## config.mk

```make
export PLATFORM = sky130hd
export DESIGN_NAME = rnde_queue
export DESIGN_NICKNAME = d
export VERILOG_FILES = /design/src/rtl/rnde_pkg.sv /design/src/rtl/rnde_queue.sv
export SDC_FILE = /design/constraint.sdc
export NUM_CORES = 1
export LEC_CHECK = 0
export ABC_AREA = 1
export BUFFER_PORTS_ARGS = -buffer_cell sky130_fd_sc_hd__buf_2
export CAP_MARGIN = 10
export CELL_PAD_IN_SITES_DETAIL_PLACEMENT = 1
export CELL_PAD_IN_SITES_GLOBAL_PLACEMENT = 1
export CORE_MARGIN = 2
export CORE_UTILIZATION = 47
export DETAILED_ROUTE_END_ITERATION = 16
export PLACE_DENSITY_LB_ADDON = 0.3
export SLEW_MARGIN = 20
export SYNTH_ARGS = -nofsm -noshare
export SYNTH_HDL_FRONTEND = slang
export SYNTH_SLANG_ARGS = --single-unit
```

## constraint.sdc

```tcl
create_clock -name clk_i -period 5.1 [get_ports clk_i]
set_clock_uncertainty 0.1 [all_clocks]
set_input_delay 1.53 -clock clk_i [delete_from_list [all_inputs] [get_ports clk_i]]
set_output_delay 1.53 -clock clk_i [all_outputs]
set_load 0.1 [all_outputs]
```

## src/rtl/rnde_pkg.sv

```systemverilog
// Shared types, constants and helpers of the RGB neighbour-difference edge filter.
`timescale 1ns / 1ps

package rnde_pkg;

  // Default capacity of each line store, in pixels.
  localparam int MAX_WIDTH_DEF = 2048;

  // Field widths fixed by the stream format.
  localparam int CHAN_W    = 8;
  localparam int PIX_W     = 3 * CHAN_W;
  localparam int CFG_W     = 12;
  localparam int ROW_W     = 12;
  localparam int COL_OUT_W = 11;
  localparam int SUM_W     = 12;

  // Smallest image size the filter works on; smaller settings act as this.
  localparam int MIN_SIZE = 3;

  // Centres closer than this to the top or left edge give a zero result.
  localparam int BORDER = 2;

  localparam logic [CHAN_W-1:0] EDGE_MAX = 8'd255;

  // Depth of the queue between the front and back parts.
  localparam int QDEPTH  = 4;
  localparam int QPTR_W  = $clog2(QDEPTH);
  localparam int QCNT_W  = $clog2(QDEPTH + 1);

  // Configuration register indexes.
  localparam int CFG_IDX_W = 1;
  localparam logic [CFG_IDX_W-1:0] CFG_IMAGE_WIDTH  = 1'd0;
  localparam logic [CFG_IDX_W-1:0] CFG_IMAGE_HEIGHT = 1'd1;

  // Packed pixel, blue in the lowest byte, red in the highest.
  typedef logic [PIX_W-1:0] pix_t;

  // One centre pixel with its four neighbours, ready for the arithmetic.
  typedef struct packed {
    pix_t                 center;
    pix_t                 left;
    pix_t                 top;
    pix_t                 right;
    pix_t                 bottom;
    logic                 force_zero;
    logic [ROW_W-1:0]     row;
    logic [COL_OUT_W-1:0] col;
    logic                 last;
  } edge_job_t;

  // Fill state of the queue, seen by the front part.
  typedef struct packed {
    logic [QCNT_W-1:0] count;
    logic              empty;
    logic              full;
  } q_status_t;

  function automatic logic [CHAN_W-1:0] abs_diff8(input logic [CHAN_W-1:0] a,
                                                  input logic [CHAN_W-1:0] b);
    abs_diff8 = (a > b) ? (a - b) : (b - a);
  endfunction

endpackage

```

## src/rtl/rnde_queue.sv

```systemverilog
// Short job queue that decouples the front part from the back part.
`timescale 1ns / 1ps

module rnde_queue (
  input  logic                clk_i,
  input  logic                rst_ni,
  input  logic                push_i,
  input  rnde_pkg::edge_job_t job_i,
  input  logic                pop_i,
  output rnde_pkg::edge_job_t job_o,
  output rnde_pkg::q_status_t status_o
);
  import rnde_pkg::*;

  edge_job_t         slot_q [QDEPTH];
  logic [QPTR_W-1:0] wr_ptr_q, rd_ptr_q;
  logic [QCNT_W-1:0] count_q;

  always_ff @(posedge clk_i or negedge rst_ni) begin
    if (!rst_ni) begin
      wr_ptr_q <= '0;
      rd_ptr_q <= '0;
      count_q  <= '0;
    end else begin
      if (push_i) begin
        wr_ptr_q <= wr_ptr_q + QPTR_W'(1);
      end
      if (pop_i) begin
        rd_ptr_q <= rd_ptr_q + QPTR_W'(1);
      end
      if (push_i && !pop_i) begin
        count_q <= count_q + QCNT_W'(1);
      end else if (pop_i && !push_i) begin
        count_q <= count_q - QCNT_W'(1);
      end
    end
  end

  always_ff @(posedge clk_i) begin
    if (push_i) begin
      slot_q[wr_ptr_q] <= job_i;
    end
  end

  assign job_o          = slot_q[rd_ptr_q];
  assign status_o.count = count_q;
  assign status_o.empty = (count_q == '0);
  assign status_o.full  = (count_q == QCNT_W'(QDEPTH));

endmodule

```

* Word-level counts from Yosys, hierarchy flattened
Memory sizes are Yosys's and may differ from the RTL's. Cells that the tools add are included.
Word-level totals: register bits 7, RAM bits 580, input bits 149, logic and storage cells 19, memories 1
Memories:
- slot_q | words 4, width 145, read ports 1, clocked after memory_dff 0, write ports 1, RTL line rnde_queue.sv:15 | edge_job_t slot_q [QDEPTH];
Operators by class: add/subtract/negate cells 4, eq/ne operators 1, multiplexer cells 4, reductions and logical operators 6
Operators with widths (count):
- two-way mux 3 bit | 2
- adder 2 x 1 -> 2 bit (second input constant) | 2
- adder 3 x 1 -> 3 bit (second input constant) | 1
- == test 3 bit (second input constant) | 1
- logical NOT 3 bit | 1
- subtractor 3 x 1 -> 3 bit (second input constant) | 1
- logical AND 1 bit | 2
- logical NOT 1 bit | 2
- two-way mux 1 bit | 2
- nonzero test 2 bit | 1

* Longest topological paths before layout
Gate-level depths: netlist (run 1).
word-level depth 4, gate-level depth with buffers 9, gate-level depth less buffers 9

* Least setup slack after synthesis (run 1)
Ideal clock, no wire load.
kind input to register, from in push_i, to mem slot_q[0][0] (netlist name), enable pin, library setup time 498 ps, data arrival time 4632 ps, path slack -130 ps, stages 3, buffers on the path 1, path through clkbuf_1 nand2_1 inv_1
On the way: longest elaborated chain between the ends 2
RTL lines:
- start, declared | RTL line rnde_queue.sv:7 | input logic push_i,
- two-way mux 1 bit | RTL line rnde_queue.sv:40 | if (push_i) begin
- two-way mux 1 bit (implied by the code) | RTL line rnde_queue.sv:41 | slot_q[wr_ptr_q] <= job_i;
- end, declared | RTL line rnde_queue.sv:15
No other way between the ends.

==> results of run 1 <==
[cells by family (layout without fill, tap and decap cells)]
logic type / count (synthesis) / count (layout)
flip-flops: 587 / 587
buffers and inverters: 400 / 721
AND/OR/NAND/NOR: 452 / 452
XOR/XNOR: 4 / 4
other: 0 / 7
AO/OA/AOI/OAI: 291 / 291
adder cells (fa/ha/maj): 6 / 6
[worst max-delay path, delay by kind of cell, from the launching register on]
kind / cells / cell delay [ps]
buffers and inverters: 2 / 1030
flip-flops: 1 / 930
AO/OA/AOI/OAI: 1 / 190
AND/OR/NAND/NOR: 1 / 140
[stage by stage]
| step | utilization [%] | worst slack, ps | cells |
|---|---|---|---|
| floorplan | - | 346 | 1740 |
| global placement | 50.8 | 1220 | 2631 |
| detailed placement | 50.8 | 1160 | 2631 |
| CTS | 54.5 | 472 | 2733 |
| global route | 54.5 | 347 | 2734 |
| finish | 54.5 | 527 | 2740 |
[registers in the layout, summed over array words and instances, names as in the netlist]
signal / flops
count_q: 3
slot_q: 580
wr_ptr_q: 2
rd_ptr_q: 2
[synthesized netlist by cell type]
cell type  number
fa_1            1
xnor2_1         1
o21ai_1         1
o211ai_1      290
nor3_1          2
buf_4          11
nand2_1       448
clkbuf_8       12
buf_6          49
buf_2          25
inv_1         302
xor2_1          3
nand4_1         1
dfrtp_1         7
ha_1            5
nand3_1         1
clkbuf_1        1
edfxtp_1      580
[cell type report]
| cell class | instances | area, µm² |
|---|---|---|
| Multi-Input combinational cell | 753 | 4000 |
| Clock inverter | 29 | 320 |
| Timing Repair Buffer | 317 | 1780 |
| Sequential cell | 587 | 17600 |
| Antenna cell | 7 | 17.5 |
| Fill cell | 5020 | 22700 |
| Inverter | 302 | 1150 |
| Tap cell | 672 | 841 |
| Clock buffer | 73 | 1530 |
[worst min-delay path by stage]
stage / depth (start not counted) / endpoint / slack, ps
after floorplan: 1 / wr_ptr_q[0] / 390
after global placement: 2 / count_q[2] / 400
after detailed placement: 2 / count_q[2] / 410
after CTS: 2 / count_q[2] / 420
after global routing: 2 / count_q[2] / 470
final: 2 / count_q[2] / 430
[layer usage]
metal,up-vias,global-route usage (%)
met4,16,6.74
met5,-,0
met3,111,5.59
met2,297,36.8
met1,6911,23.6
li1,6643,-
==> flow_metrics.tcl, run 1 <==
set metrics [dict create \
    drv_cap 0 \
    setup_viol 0 \
    viasPerCell 5.10 \
    synth_top_family_by_area "compound AO/OA/AOI/OAI gates" \
    cts_tree "done" \
    required_ps 3470 \
    crit_chain "buf_4 -> o211ai_1 -> nand2_1 -> buf_2" \
    path_class "reg -> out" \
    min_from "count_q[2]" \
    syn_area_per_cell_um2 13.6 \
    slowest_stage "dfrtp_4" \
    placementRows 82 \
    crit_start "rd_ptr_q[0]" \
    hold_buffers 0 \
    rsz0062_at_grt "no" \
    ant_nets 0 \
    reg2reg_from "wr_ptr_q[0]" \
    drtIter0Drc 621 \
    core_um2 50000 \
    wl_met1_um 20700 \
    first_pass_iters 7 \
    slew_headroom_pct 32.9 \
    ys_seq_elements 587 \
    cpPeakStageDelay_ps 930 \
    route.final.wire_length_um 52800 \
    finalSetupTns_ps 0 \
    top_layer_used "met5" \
    cts_resized 0 \
    gp_congestion 0.741 \
    yosysWarnings 0 \
    cts-root-buf "clkbuf_16" \
    rr_worst_depth 5 \
    yosysTopAreaCellShare_pct 73.6 \
    final_common_cell "edfxtp_1" \
    min_period_over_period_pct 89.7 \
    crit_arrival_ps 2940 \
    place.port_buffers 298 \
    status "finished, final reports clean" \
    nets 2174 \
    grt_antenna_before_repair 15 \
    worst_slew_pin_slew_ps 1010 \
    stdcell_area_um2 27200 \
    die-area_um2 52100 \
    post-cts-setup-buffer-count 0 \
    synth-xor-area-share_pct 0.148 \
    syn2layout_area_growth_pct 15.2 \
    r2r-end "slot_q[0][88]" \
    worst-path-max-fanout 68 \
    endpoint_kind "output port" \
    timing.fmax_ghz 0.219 \
    cp-start-kind "register" \
    start_util_pct 47.3 \
    fp.dieW_um 228 \
    clkLatencyLatePin_ps 610 \
    cts.path.max_buffers 3 \
    drive_gt1_share_pct 19.6 \
    hold_ws_ps 427 \
    grt_max_degree 146 \
    first_global_vias 15300 \
    hp-class "reg -> reg" \
    synth.largest_area_cell "edfxtp_1" \
    synthTopCellsByArea "edfxtp_1 (74%), o211ai_1 (9.2%), nand2_1 (7.1%)" \
    path_clk_slew_ps 60 \
    routedWlPerCell_um 19.3 \
    syn_area_um2 23700 \
    seq_area_frac_synth_pct 74.4 \
    vias 14000 \
    synthSimpleGateAreaFrac_pct 7.20 \
    dp_hpwl_um 30800 \
    wl_met3_um 3390 \
    layout_min_cycle_time_ps 4570 \
    htreeDepth 2 \
    rrSetupSlack_ps 2980 \
    crit_end "job_o[5]" \
    clkSinkCount 587 \
    synthAdderAreaFrac_pct 0.349 \
    syn_inst 1740 \
    cts_made_buffers 58 \
    io_pins 299 \
    yosysUniqueCellTypes 18 \
    grt_pass1_wl_um 83000 \
    synth_compound_area_share_pct 9.22 \
    met2_length_um 27100 \
    hold_violations 0 \
    syn_nets 1895 \
    placed_area_um2 25400 \
    overflow 0 \
    timing.final.max_slew_violations 0 \
    die_h_um 228 \
    layout_common_cells "edfxtp_1 (580), nand2_1 (448), buf_2 (298)" \
    muxShareOfSynthArea_pct 0 \
    grt_usage_pct 20.4 \
    drc 0 \
]
Power of run 1 is left out: the tool's default activity adds up to more than one toggle a clock period on the data nets, which glitch-free logic cannot reach.
==> run 2: changes to the inputs <==
CORE_UTILIZATION = 43   (was 47)
clock period = 4.14 ns   (was 5.1 ns; I/O delays follow)
==> run 2 against run 1 <==
Count of clock-buffer cells in the layout stayed put; die area is 9.1% higher; critical path depth is 1 higher; setup slack worse by 250 ps; critical path type unchanged; non-clock buffer count is 11 higher; final cell count is 1.6% higher; hold slack worse by 56 ps.
==> flow_metrics.tcl, run 2 (same netlist as run 1, synthesis figures left out) <==
set metrics [dict create \
    final_common_cell "edfxtp_1" \
    cpPeakStageDelay_ps 640 \
    slew_headroom_pct 49.6 \
    place.port_buffers 298 \
    min_period_over_period_pct 93.2 \
    endpoint_kind "output port" \
    hp-class "in -> async" \
    timing.final.max_slew_violations 0 \
    cts.path.max_buffers 3 \
    grt_max_degree 106 \
    worst_slew_pin_slew_ps 754 \
    vias 14000 \
    path_clk_slew_ps 60 \
    crit_chain "inv_6 -> buf_12 -> o211ai_1 -> nand2_1 -> buf_12" \
    top_regs "slot_q x580, count_q x3" \
    clkLatencyLatePin_ps 610 \
    layout_common_cells "edfxtp_1 (580), nand2_1 (448), inv_1 (297)" \
    drv_cap 0 \
    clkSinkCount 587 \
    viasPerCell 5.04 \
    cts_made_buffers 60 \
    first_global_vias 15300 \
    drc 0 \
    drive_gt1_share_pct 20.2 \
    setup_viol 0 \
    grt_antenna_before_repair 15 \
    core_um2 54100 \
    ant_nets 0 \
    cts-root-buf "clkbuf_16" \
    overflow 0 \
    rrSetupSlack_ps 1850 \
    io_pins 299 \
    cts_tree "done" \
    gp_congestion 0.729 \
    grt_usage_pct 19.6 \
    pre_cts_ws_ps 867 \
    final.setup.worst_slack_ps 280 \
    path_buf_inv 3 \
    top_register "slot_q" \
    route.final.wire_length_um 55400 \
    nets 2187 \
    grt_pass1_wl_um 85800 \
    routedWlPerCell_um 19.9 \
    largest_reg_flops 580 \
    die_h_um 239 \
    die-area_um2 56900 \
    syn2layout_area_growth_pct 22.9 \
    crit_family "buffers and inverters" \
    hold_violations 0 \
    placementRows 85 \
    rsz0062_at_grt "no" \
    slowest_stage "dfrtp_4" \
    fp.dieW_um 239 \
    layout_min_cycle_time_ps 3860 \
    cts_resized 0 \
    crit_arrival_ps 2520 \
    critPathMostFrequentCell "buf_12" \
    drtIter0Drc 759 \
    post-cts-setup-buffer-count 0 \
    dp_hpwl_um 33800 \
    first_pass_iters 5 \
    htreeDepth 2 \
    cp-start-kind "register" \
    timing.fmax_ghz 0.259 \
    status "finished, final reports clean" \
    hold_buffers 0 \
    start_util_pct 43.7 \
    worst-path-max-fanout 72 \
    path_class "reg -> out" \
    required_ps 2800 \
    finalSetupTns_ps 0 \
]
run 2: cell count changes in the layout (fill, tap and decap cells not counted), sizes merged:
cell	change
inv	-1
clkinv	+8
clkinvlp	+2
diode	+1
buf	+11
run 2: cell type report:
type / count / area, µm²
fill: 5343 / 25100
sequential: 587 / 17600
multi-input combinational: 753 / 4010
timing repair buffer: 328 / 3490
clock buffer: 73 / 1570
inverter: 302 / 1150
tap: 696 / 871
clock inverter: 38 / 359
antenna: 8 / 20.0
run 2: per-layer routing:
layer,up-vias,track usage (%),wire (µm)
li1,6669,-,-
met1,6967,23.5,22600
met4,22,5.47,1080
met2,286,34.9,28100
met3,93,5.14,3460
met5,-,0,151
run 2: worst paths after layout:
path                             start        endpoint  cells past startpoint
setup / recovery           rd_ptr_q[1]       job_o[20]                      5
hold / removal                  rst_ni     rd_ptr_q[1]                      1
setup reg to reg           wr_ptr_q[0]  slot_q[0][103]                      5
hold reg to reg            wr_ptr_q[0]     wr_ptr_q[0]                      1
max in group asynchronous       rst_ni     rd_ptr_q[0]                      1
min in group clk_i         wr_ptr_q[0]     wr_ptr_q[0]                      1
run 2: metrics by stage:
step	hold slack [ps]	util, %	instances	area (µm²)
5_1_grt	344	53.7	2778	29100
3_5_place_dp	442	50.1	2666	27100
3_3_place_gp	421	50.1	2666	27100
6_report	370	53.7	2785	29100
2_1_floorplan	394	-	1740	23700
4_1_cts	331	53.7	2777	29100
Power of run 2 is left out for the same reason.
