$ cat src/rtl/rnde_pkg.sv
// Shared types, constants and helpers of the RGB neighbour-difference edge filter.
`timescale 1ns / 1ps

package rnde_pkg;

  // Default capacity of each line store, in pixels.
  localparam int MAX_WIDTH_DEF = 2048;

  // Field widths fixed by the stream format.
  localparam int CHAN_W    = 8;
  localparam int PIX_W     = 3 * CHAN_W;
  localparam int CFG_W     = 12;
  localparam int ROW_W     = 12;
  localparam int COL_OUT_W = 11;
  localparam int SUM_W     = 12;

  // Smallest image size the filter works on; smaller settings act as this.
  localparam int MIN_SIZE = 3;

  // Centres closer than this to the top or left edge give a zero result.
  localparam int BORDER = 2;

  localparam logic [CHAN_W-1:0] EDGE_MAX = 8'd255;

  // Depth of the queue between the front and back parts.
  localparam int QDEPTH  = 4;
  localparam int QPTR_W  = $clog2(QDEPTH);
  localparam int QCNT_W  = $clog2(QDEPTH + 1);

  // Configuration register indexes.
  localparam int CFG_IDX_W = 1;
  localparam logic [CFG_IDX_W-1:0] CFG_IMAGE_WIDTH  = 1'd0;
  localparam logic [CFG_IDX_W-1:0] CFG_IMAGE_HEIGHT = 1'd1;

  // Packed pixel, blue in the lowest byte, red in the highest.
  typedef logic [PIX_W-1:0] pix_t;

  // One centre pixel with its four neighbours, ready for the arithmetic.
  typedef struct packed {
    pix_t                 center;
    pix_t                 left;
    pix_t                 top;
    pix_t                 right;
    pix_t                 bottom;
    logic                 force_zero;
    logic [ROW_W-1:0]     row;
    logic [COL_OUT_W-1:0] col;
    logic                 last;
  } edge_job_t;

  // Fill state of the queue, seen by the front part.
  typedef struct packed {
    logic [QCNT_W-1:0] count;
    logic              empty;
    logic              full;
  } q_status_t;

  function automatic logic [CHAN_W-1:0] abs_diff8(input logic [CHAN_W-1:0] a,
                                                  input logic [CHAN_W-1:0] b);
    abs_diff8 = (a > b) ? (a - b) : (b - a);
  endfunction

endpackage

$ cat src/rtl/rnde_back.sv
// Back part: sum of absolute channel differences, clamping and the output register.
`timescale 1ns / 1ps

module rnde_back (
  input  logic                          clk_i,
  input  logic                          rst_ni,
  input  rnde_pkg::edge_job_t           job_i,
  input  logic                          job_valid_i,
  output logic                          pop_o,
  output logic                          out_valid_o,
  input  logic                          out_ready_i,
  output logic [rnde_pkg::CHAN_W-1:0]   edge_value_o,
  output logic [rnde_pkg::ROW_W-1:0]    out_row_o,
  output logic [rnde_pkg::COL_OUT_W-1:0] out_col_o,
  output logic                          frame_last_o
);
  import rnde_pkg::*;

  logic             out_v_q;
  logic [SUM_W-1:0] sum;
  logic [CHAN_W-1:0] edge_val;

  always_comb begin
    sum = '0;
    for (int ch = 0; ch < 3; ch++) begin
      sum = sum
          + SUM_W'(abs_diff8(job_i.left[ch*CHAN_W +: CHAN_W],   job_i.center[ch*CHAN_W +: CHAN_W]))
          + SUM_W'(abs_diff8(job_i.top[ch*CHAN_W +: CHAN_W],    job_i.center[ch*CHAN_W +: CHAN_W]))
          + SUM_W'(abs_diff8(job_i.right[ch*CHAN_W +: CHAN_W],  job_i.center[ch*CHAN_W +: CHAN_W]))
          + SUM_W'(abs_diff8(job_i.bottom[ch*CHAN_W +: CHAN_W], job_i.center[ch*CHAN_W +: CHAN_W]));
    end
    if (job_i.force_zero) begin
      edge_val = '0;
    end else if (sum > SUM_W'(EDGE_MAX)) begin
      edge_val = EDGE_MAX;
    end else begin
      edge_val = sum[CHAN_W-1:0];
    end
  end

  assign pop_o = job_valid_i && (!out_v_q || out_ready_i);

  always_ff @(posedge clk_i or negedge rst_ni) begin
    if (!rst_ni) begin
      out_v_q <= 1'b0;
    end else if (pop_o) begin
      out_v_q <= 1'b1;
    end else if (out_ready_i) begin
      out_v_q <= 1'b0;
    end
  end

  always_ff @(posedge clk_i) begin
    if (pop_o) begin
      edge_value_o <= edge_val;
      out_row_o    <= job_i.row;
      out_col_o    <= job_i.col;
      frame_last_o <= job_i.last;
    end
  end

  assign out_valid_o = out_v_q;

endmodule

$ cat config.mk
export PLATFORM = sky130hd
export DESIGN_NAME = rnde_back
export DESIGN_NICKNAME = d
export VERILOG_FILES = /design/src/rtl/rnde_pkg.sv /design/src/rtl/rnde_back.sv
export SDC_FILE = /design/constraint.sdc
export NUM_CORES = 1
export LEC_CHECK = 0
export BUFFER_PORTS_ARGS = -buffer_cell sky130_fd_sc_hd__buf_4
export CAP_MARGIN = 20
export CELL_PAD_IN_SITES_DETAIL_PLACEMENT = 0
export CELL_PAD_IN_SITES_GLOBAL_PLACEMENT = 1
export CORE_UTILIZATION = 41
export CTS_CLUSTER_DIAMETER = 60
export CTS_CLUSTER_SIZE = 25
export DETAILED_ROUTE_END_ITERATION = 12
export PLACE_DENSITY_LB_ADDON = 0.1
export SYNTH_ARGS = -nofsm -noshare
export SYNTH_HDL_FRONTEND = slang
export SYNTH_SLANG_ARGS = --single-unit
$ cat constraint.sdc
create_clock -name clk_i -period 1.7 [get_ports clk_i]
set_clock_uncertainty 0.1 [all_clocks]
set_input_delay 0.17 -clock clk_i [delete_from_list [all_inputs] [get_ports clk_i]]
set_output_delay 0.17 -clock clk_i [all_outputs]
set_load 0.1 [all_outputs]
-- After elaboration in Yosys (flattened, before gate mapping)
Cells that the tools add are included.
- reductions and logical operators: 4
- order comparisons: 13
- add/sub/neg operators: 35
- muxes and demuxes: 15
- operator list (cell ; count):
    $sub A8 B8 Y8 ; 24
    $mux W8 ; 13
    $gt A8 B8 Y1 ; 12
    $add A12 B8 Y12 ; 7
    $add A11 B8 Y12 ; 1
    $gt A12 B8 Y1 const B ; 1
    $add A10 B8 Y11 ; 1
    $add A9 B8 Y10 ; 1
    $add A8 B8 Y9 ; 1
    $mux W1 ; 2
    $reduce_bool A2 Y1 ; 1
    $logic_and A1 B1 Y1 ; 1
    $logic_not A1 Y1 ; 1
    $logic_or A1 B1 Y1 ; 1
- register bits: 33
- logic and storage cells: 72

-- Longest topological paths before layout
- word-level depth: 15
- gate-level depth with buffers: 29

-- Least setup slack after synthesis
Ideal clock, no wire load.
- kind: input-to-reg
- start: input port job_i[105] in the netlist's numbering
- end: register edge_value_o[0] in the netlist's numbering, data pin
- slack: -4.702 ns
- buffers on the path: 1
- stages: 25
- data arrival time: 6.036 ns
- cells stage by stage: inv_1 -> ha_1 -> inv_1 -> fa_1 -> a21o_1 -> a21oi_1 -> o21ai_0 -> o211ai_2 -> mux2i_1 -> xor2_1 -> fa_1 -> fa_1 -> fa_1 -> fa_1 -> inv_1 -> fa_1 -> inv_1 -> ha_1 -> o211ai_1 -> a21oi_1 -> or4_1 -> o211ai_1 -> and4_1 -> buf_4 -> a21oi_1
- cells in the longest elaborated chain, start to end: 12
- elaborated cells between the ends (all ways): 14
- RTL lines (element ; RTL line ; source):
    from (decl) ; rnde_back.sv:7 ; input rnde_pkg::edge_job_t job_i,
    $sub A8 B8 Y8 / $gt A8 B8 Y1 (equally long branches) ; rnde_pkg.sv:60 ; abs_diff8 = (a > b) ? (a - b) : (b - a);
    $mux W8 (*) ; rnde_pkg.sv:60 ;
    $add A11 B8 Y12 (*) ; rnde_back.sv:27 ; + SUM_W'(abs_diff8(job_i.left[ch*CHAN_W +: CHAN_W], job_i.center[ch*CHAN_W +: CHAN_W]))
    $add A12 B8 Y12 (*) ; rnde_back.sv:28 ; + SUM_W'(abs_diff8(job_i.top[ch*CHAN_W +: CHAN_W], job_i.center[ch*CHAN_W +: CHAN_W]))
    $add A12 B8 Y12 (*) ; rnde_back.sv:29 ; + SUM_W'(abs_diff8(job_i.right[ch*CHAN_W +: CHAN_W], job_i.center[ch*CHAN_W +: CHAN_W]))
    $add A12 B8 Y12 (*) ; rnde_back.sv:30 ; + SUM_W'(abs_diff8(job_i.bottom[ch*CHAN_W +: CHAN_W], job_i.center[ch*CHAN_W +: CHAN_W]));
    $add A12 B8 Y12 (*) ; rnde_back.sv:27 ;
    $add A12 B8 Y12 (*) ; rnde_back.sv:28 ;
    $add A12 B8 Y12 (*) ; rnde_back.sv:29 ;
    $add A12 B8 Y12 (*) ; rnde_back.sv:30 ;
    $gt A12 B8 Y1 ; rnde_back.sv:34 ; end else if (sum > SUM_W'(EDGE_MAX)) begin
    $mux W8 (*) ; rnde_back.sv:34 ;
    to (signal assigned) ; rnde_back.sv:55 ; edge_value_o <= edge_val;
    to (decl) ; rnde_back.sv:12 ; output logic [rnde_pkg::CHAN_W-1:0] edge_value_o,
Mark *: on every way between the ends. The rest lies on a longest branch, timed or not.
A chain may end at the register's enable or synchronous reset.

-- Final worst setup path
- start: input port job_i[130] in the netlist's numbering
- end: register edge_value_o[5] in the netlist's numbering, data pin
- cells in the longest elaborated chain, start to end: 12
- elaborated cells between the ends (all ways): 26
- RTL lines (element ; RTL line):
    $sub A8 B8 Y8 / $gt A8 B8 Y1 (equally long branches) ; rnde_pkg.sv:60
    $mux W8 ; rnde_pkg.sv:60
    $add A11 B8 Y12 ; rnde_back.sv:27
    $add A12 B8 Y12 ; rnde_back.sv:28
    $add A12 B8 Y12 ; rnde_back.sv:29
    $add A12 B8 Y12 (*) ; rnde_back.sv:30
    $add A12 B8 Y12 (*) ; rnde_back.sv:27
    $add A12 B8 Y12 (*) ; rnde_back.sv:28
    $add A12 B8 Y12 (*) ; rnde_back.sv:29
    $add A12 B8 Y12 (*) ; rnde_back.sv:30
    $gt A12 B8 Y1 ; rnde_back.sv:34
    $mux W8 (*) ; rnde_back.sv:34
Marked as above.

==> impl_metrics.sql <==
INSERT INTO impl_metrics (metric_group, metric, value, unit) VALUES
('cells_and_area', 'antenna-diode-count', '0', ''),
('setup_path', 'timing.reg2reg.worst_path_depth', '3', ''),
('timing', 'timing_max_transition_violations_final', '0', ''),
('cells_and_area', 'layout.cells.most_common', 'buf_4', ''),
('floorplanning', 'start_util', '0.418', ''),
('cts', 'htreeDepth', '2', ''),
('timing', 'timing.final.ws_setup', '-4610', 'ps'),
('floorplanning', 'die_width', '162', 'um'),
('setup_path', 'crit_path_frequent_cell', 'fa_1', ''),
('cells_and_area', 'layout_area_overhead', '52.3', '%'),
('yosys', 'synth_ff_type', 'edfxtp_1', ''),
('yosys', 'post_synth_main_area_contributors', 'ha_1, fa_1, edfxtp_1, inv_1, mux2i_1', ''),
('floorplanning', 'die-height', '162', 'um'),
('global_route', 'grt_antenna_before_repair', '0', ''),
('yosys', 'cell_variety_after_synth', '41', ''),
('global_route', 'grt_pass1_wl', '50100', 'um'),
('setup_path', 'worst_ep_required_time', '1610', 'ps'),
('setup_path', 'worst_setup_path_end_kind', 'flip-flop', ''),
('global_route', 'grt-ovfl-total', '0', ''),
('yosys', 'yosys.area.top_type_share', '0.234', ''),
('setup_path', 'cp_data_arrival_time', '6220', 'ps'),
('timing', 'clock.fmax', '0.158', 'GHz'),
('timing', 'rsz_0062_raised_after_global_routing', 'yes', ''),
('yosys', 'postSynth.asyncResetShare', '0.0303', ''),
('yosys', 'synth_nets', '1612', ''),
('min_path', 'min_to', 'out_valid_o$_DFFE_PN0P_', ''),
('cts', 'clk_path_buf_depth', '2', ''),
('placement', 'place.detailed.hpwl', '28100', 'um'),
('cts', 'cts_tree', 'yes', ''),
('global_route', 'first_global_vias', '10200', ''),
('min_path', 'hold_path_class', 'in -> reg', ''),
('yosys', 'yosys_warning_total', '0', ''),
('routing', 'post_drt_via_cell_ratio', '4.81', ''),
('cells_and_area', 'highest_count_cells_in_the_layout_ignoring_fill_and_taps', 'buf_4, inv_1, ha_1', ''),
('yosys', 'synth_edf_count', '32', ''),
('cts', 'cts_root_buffer', 'clkbuf_16', ''),
('setup_path', 'worst_r2r_startpoint', 'out_valid_o$_DFFE_PN0P_', ''),
('floorplanning', 'die_area', '26300', 'sq um'),
('job', 'max-cap-violations', '0', ''),
('cells_and_area', 'layout-drive-gt1-share', '0.379', ''),
('routing', 'post-route-drc-count', '0', ''),
('min_path', 'hold_depth', '2', ''),
('placement', 'placement.io_buffers', '182', ''),
('cts', 'clock_sinks', '33', ''),
('yosys', 'synth.cell_area', '10500', 'sq um'),
('routing', 'drt_pre_antenna_iters', '4', ''),
('cts', 'cts_buffers', '5', ''),
('setup_path', 'timing.rr.end', 'frame_last_o$_DFFE_PP_', ''),
('yosys', 'average_cell_area_after_synthesis', '9.05', 'sq um'),
('timing', 'min_period', '6310', 'ps'),
('timing', 'slew_headroom', '0.689', ''),
('status', 'status', 'finished, violations left', ''),
('floorplanning', 'placeableCoreArea', '25200', 'sq um'),
('setup_path', 'setup.worst_path.start_class', 'input pin', ''),
('timing', 'final-hold-violation-count', '0', ''),
('routing', 'detail-route-antenna-nets', '0', ''),
('setup_path', 'worst-r2r-setup-slack', '290', 'ps'),
('timing', 'post_route_clock_period_utilization', '3.71', ''),
('floorplanning', 'ioPinCount', '183', ''),
('min_path', 'worst_hold_startpoint', 'job_valid_i', ''),
('setup_path', 'crit_slowest_cell', 'fa_2', ''),
('timing', 'final-setup-viol-count', '8', ''),
('routing', 'routed-via-count', '10000', ''),
('placement', 'place.gp.congestion', '0.954', ''),
('cells_and_area', 'fin_nets', '2198', ''),
('yosys', 'synth-seq-area-share', '0.0936', ''),
('status', 'failing_checks', 'setup timing', ''),
('yosys', 'synthesis.instances', '1165', ''),
('global_route', 'overall_routing_resource_usage', '0.241', ''),
('yosys', 'synth_register_bits', '33', ''),
('cts', 'clk_transition_reported_paths', '50', 'ps');
## worst reg2reg max path, cell delays in order, from the launching register on
cell and delay [ps]:
dfrtp_4 470, nand2b_1 90, and2_4 240, buf_12 200
## routing by layer
layer  up-vias  global-route usage  share of wire
met2       210               0.427           0.48
li1       5091                   -              -
met1      4691               0.328           0.47
met3        25              0.0125          0.034
met5         -                   0              0
met4         0              0.0352          0.011
## through the flow
stage / utilization / cells / TNS, ps / instance area [sq um] / worst slack [ps]
finish: 0.637 / 2082 / -36840 / 16000 / -4610
detailed placement: 0.606 / 2030 / -39240 / 15200 / -4910
global route: 0.637 / 2082 / -38560 / 16000 / -4830
CTS: 0.635 / 2080 / -36180 / 16000 / -4530
global placement: 0.606 / 2030 / -39120 / 15200 / -4890
floorplan: - / 1165 / -35990 / 10700 / -4290
## cell usage after synthesis, drive strengths merged (13+ instances only)
| cell type | n |
|---|---|
| inv | 229 |
| xnor2 | 37 |
| nor2b | 22 |
| nand2 | 30 |
| a21o | 44 |
| o21ai | 45 |
| and3 | 14 |
| ha | 197 |
| fa | 101 |
| xor2 | 41 |
| o21bai | 34 |
| mux2i | 74 |
| nand3 | 27 |
| edfxtp | 32 |
| and2 | 13 |
| a211oi | 23 |
| a21oi | 124 |
| a21boi | 17 |
## logic make-up after synthesis
kind of cell             after synthesis  synth area share
AO/OA/AOI/OAI                        308             0.186
XOR/XNOR                              78            0.0648
adder cells (fa/ha/maj)              298             0.426
buffers and inverters                243            0.0887
flip-flops                            33            0.0936
multiplexers                          84            0.0810
AND/OR/NAND/NOR                      121            0.0606
## state kept, by name (all words and copies together), names as in the netlist
signal / count
out_row_o: 12
out_col_o: 11
edge_value_o: 8
frame_last_o: 1
out_valid_o: 1
## worst max path at each step
stage	end	cells past startpoint
4_1_cts	edge_value_o[7]$_SDFFCE_PP0P_	27
2_1_floorplan	edge_value_o[0]$_SDFFCE_PP0P_	26
5_1_grt	edge_value_o[5]$_SDFFCE_PP0P_	27
3_5_place_dp	edge_value_o[7]$_SDFFCE_PP0P_	24
3_3_place_gp	edge_value_o[4]$_SDFFCE_PP0P_	25
6_report	edge_value_o[5]$_SDFFCE_PP0P_	26
## repair_timing
item / in CTS / in global routing
hold endpoints to repair: 25 / 0
setup endpoints to repair: 8 / 9
setup buffers: 17 / 2
hold buffers: 25 / 0
pin swaps: 37 / 14
resized for setup: 43 / 11
## layout make-up
type | count | area [sq um]
Clock buffer | 6 | 129
Clock inverter | 2 | 33.8
Fill cell | 2202 | 9130
Inverter | 229 | 882
Multi-Input combinational cell | 889 | 8920
Sequential cell | 33 | 990
Tap cell | 330 | 413
Timing Repair Buffer | 593 | 4680
Power is left out: the tool's default activity adds up to more than one toggle a clock period on the data nets, which glitch-free logic cannot reach.
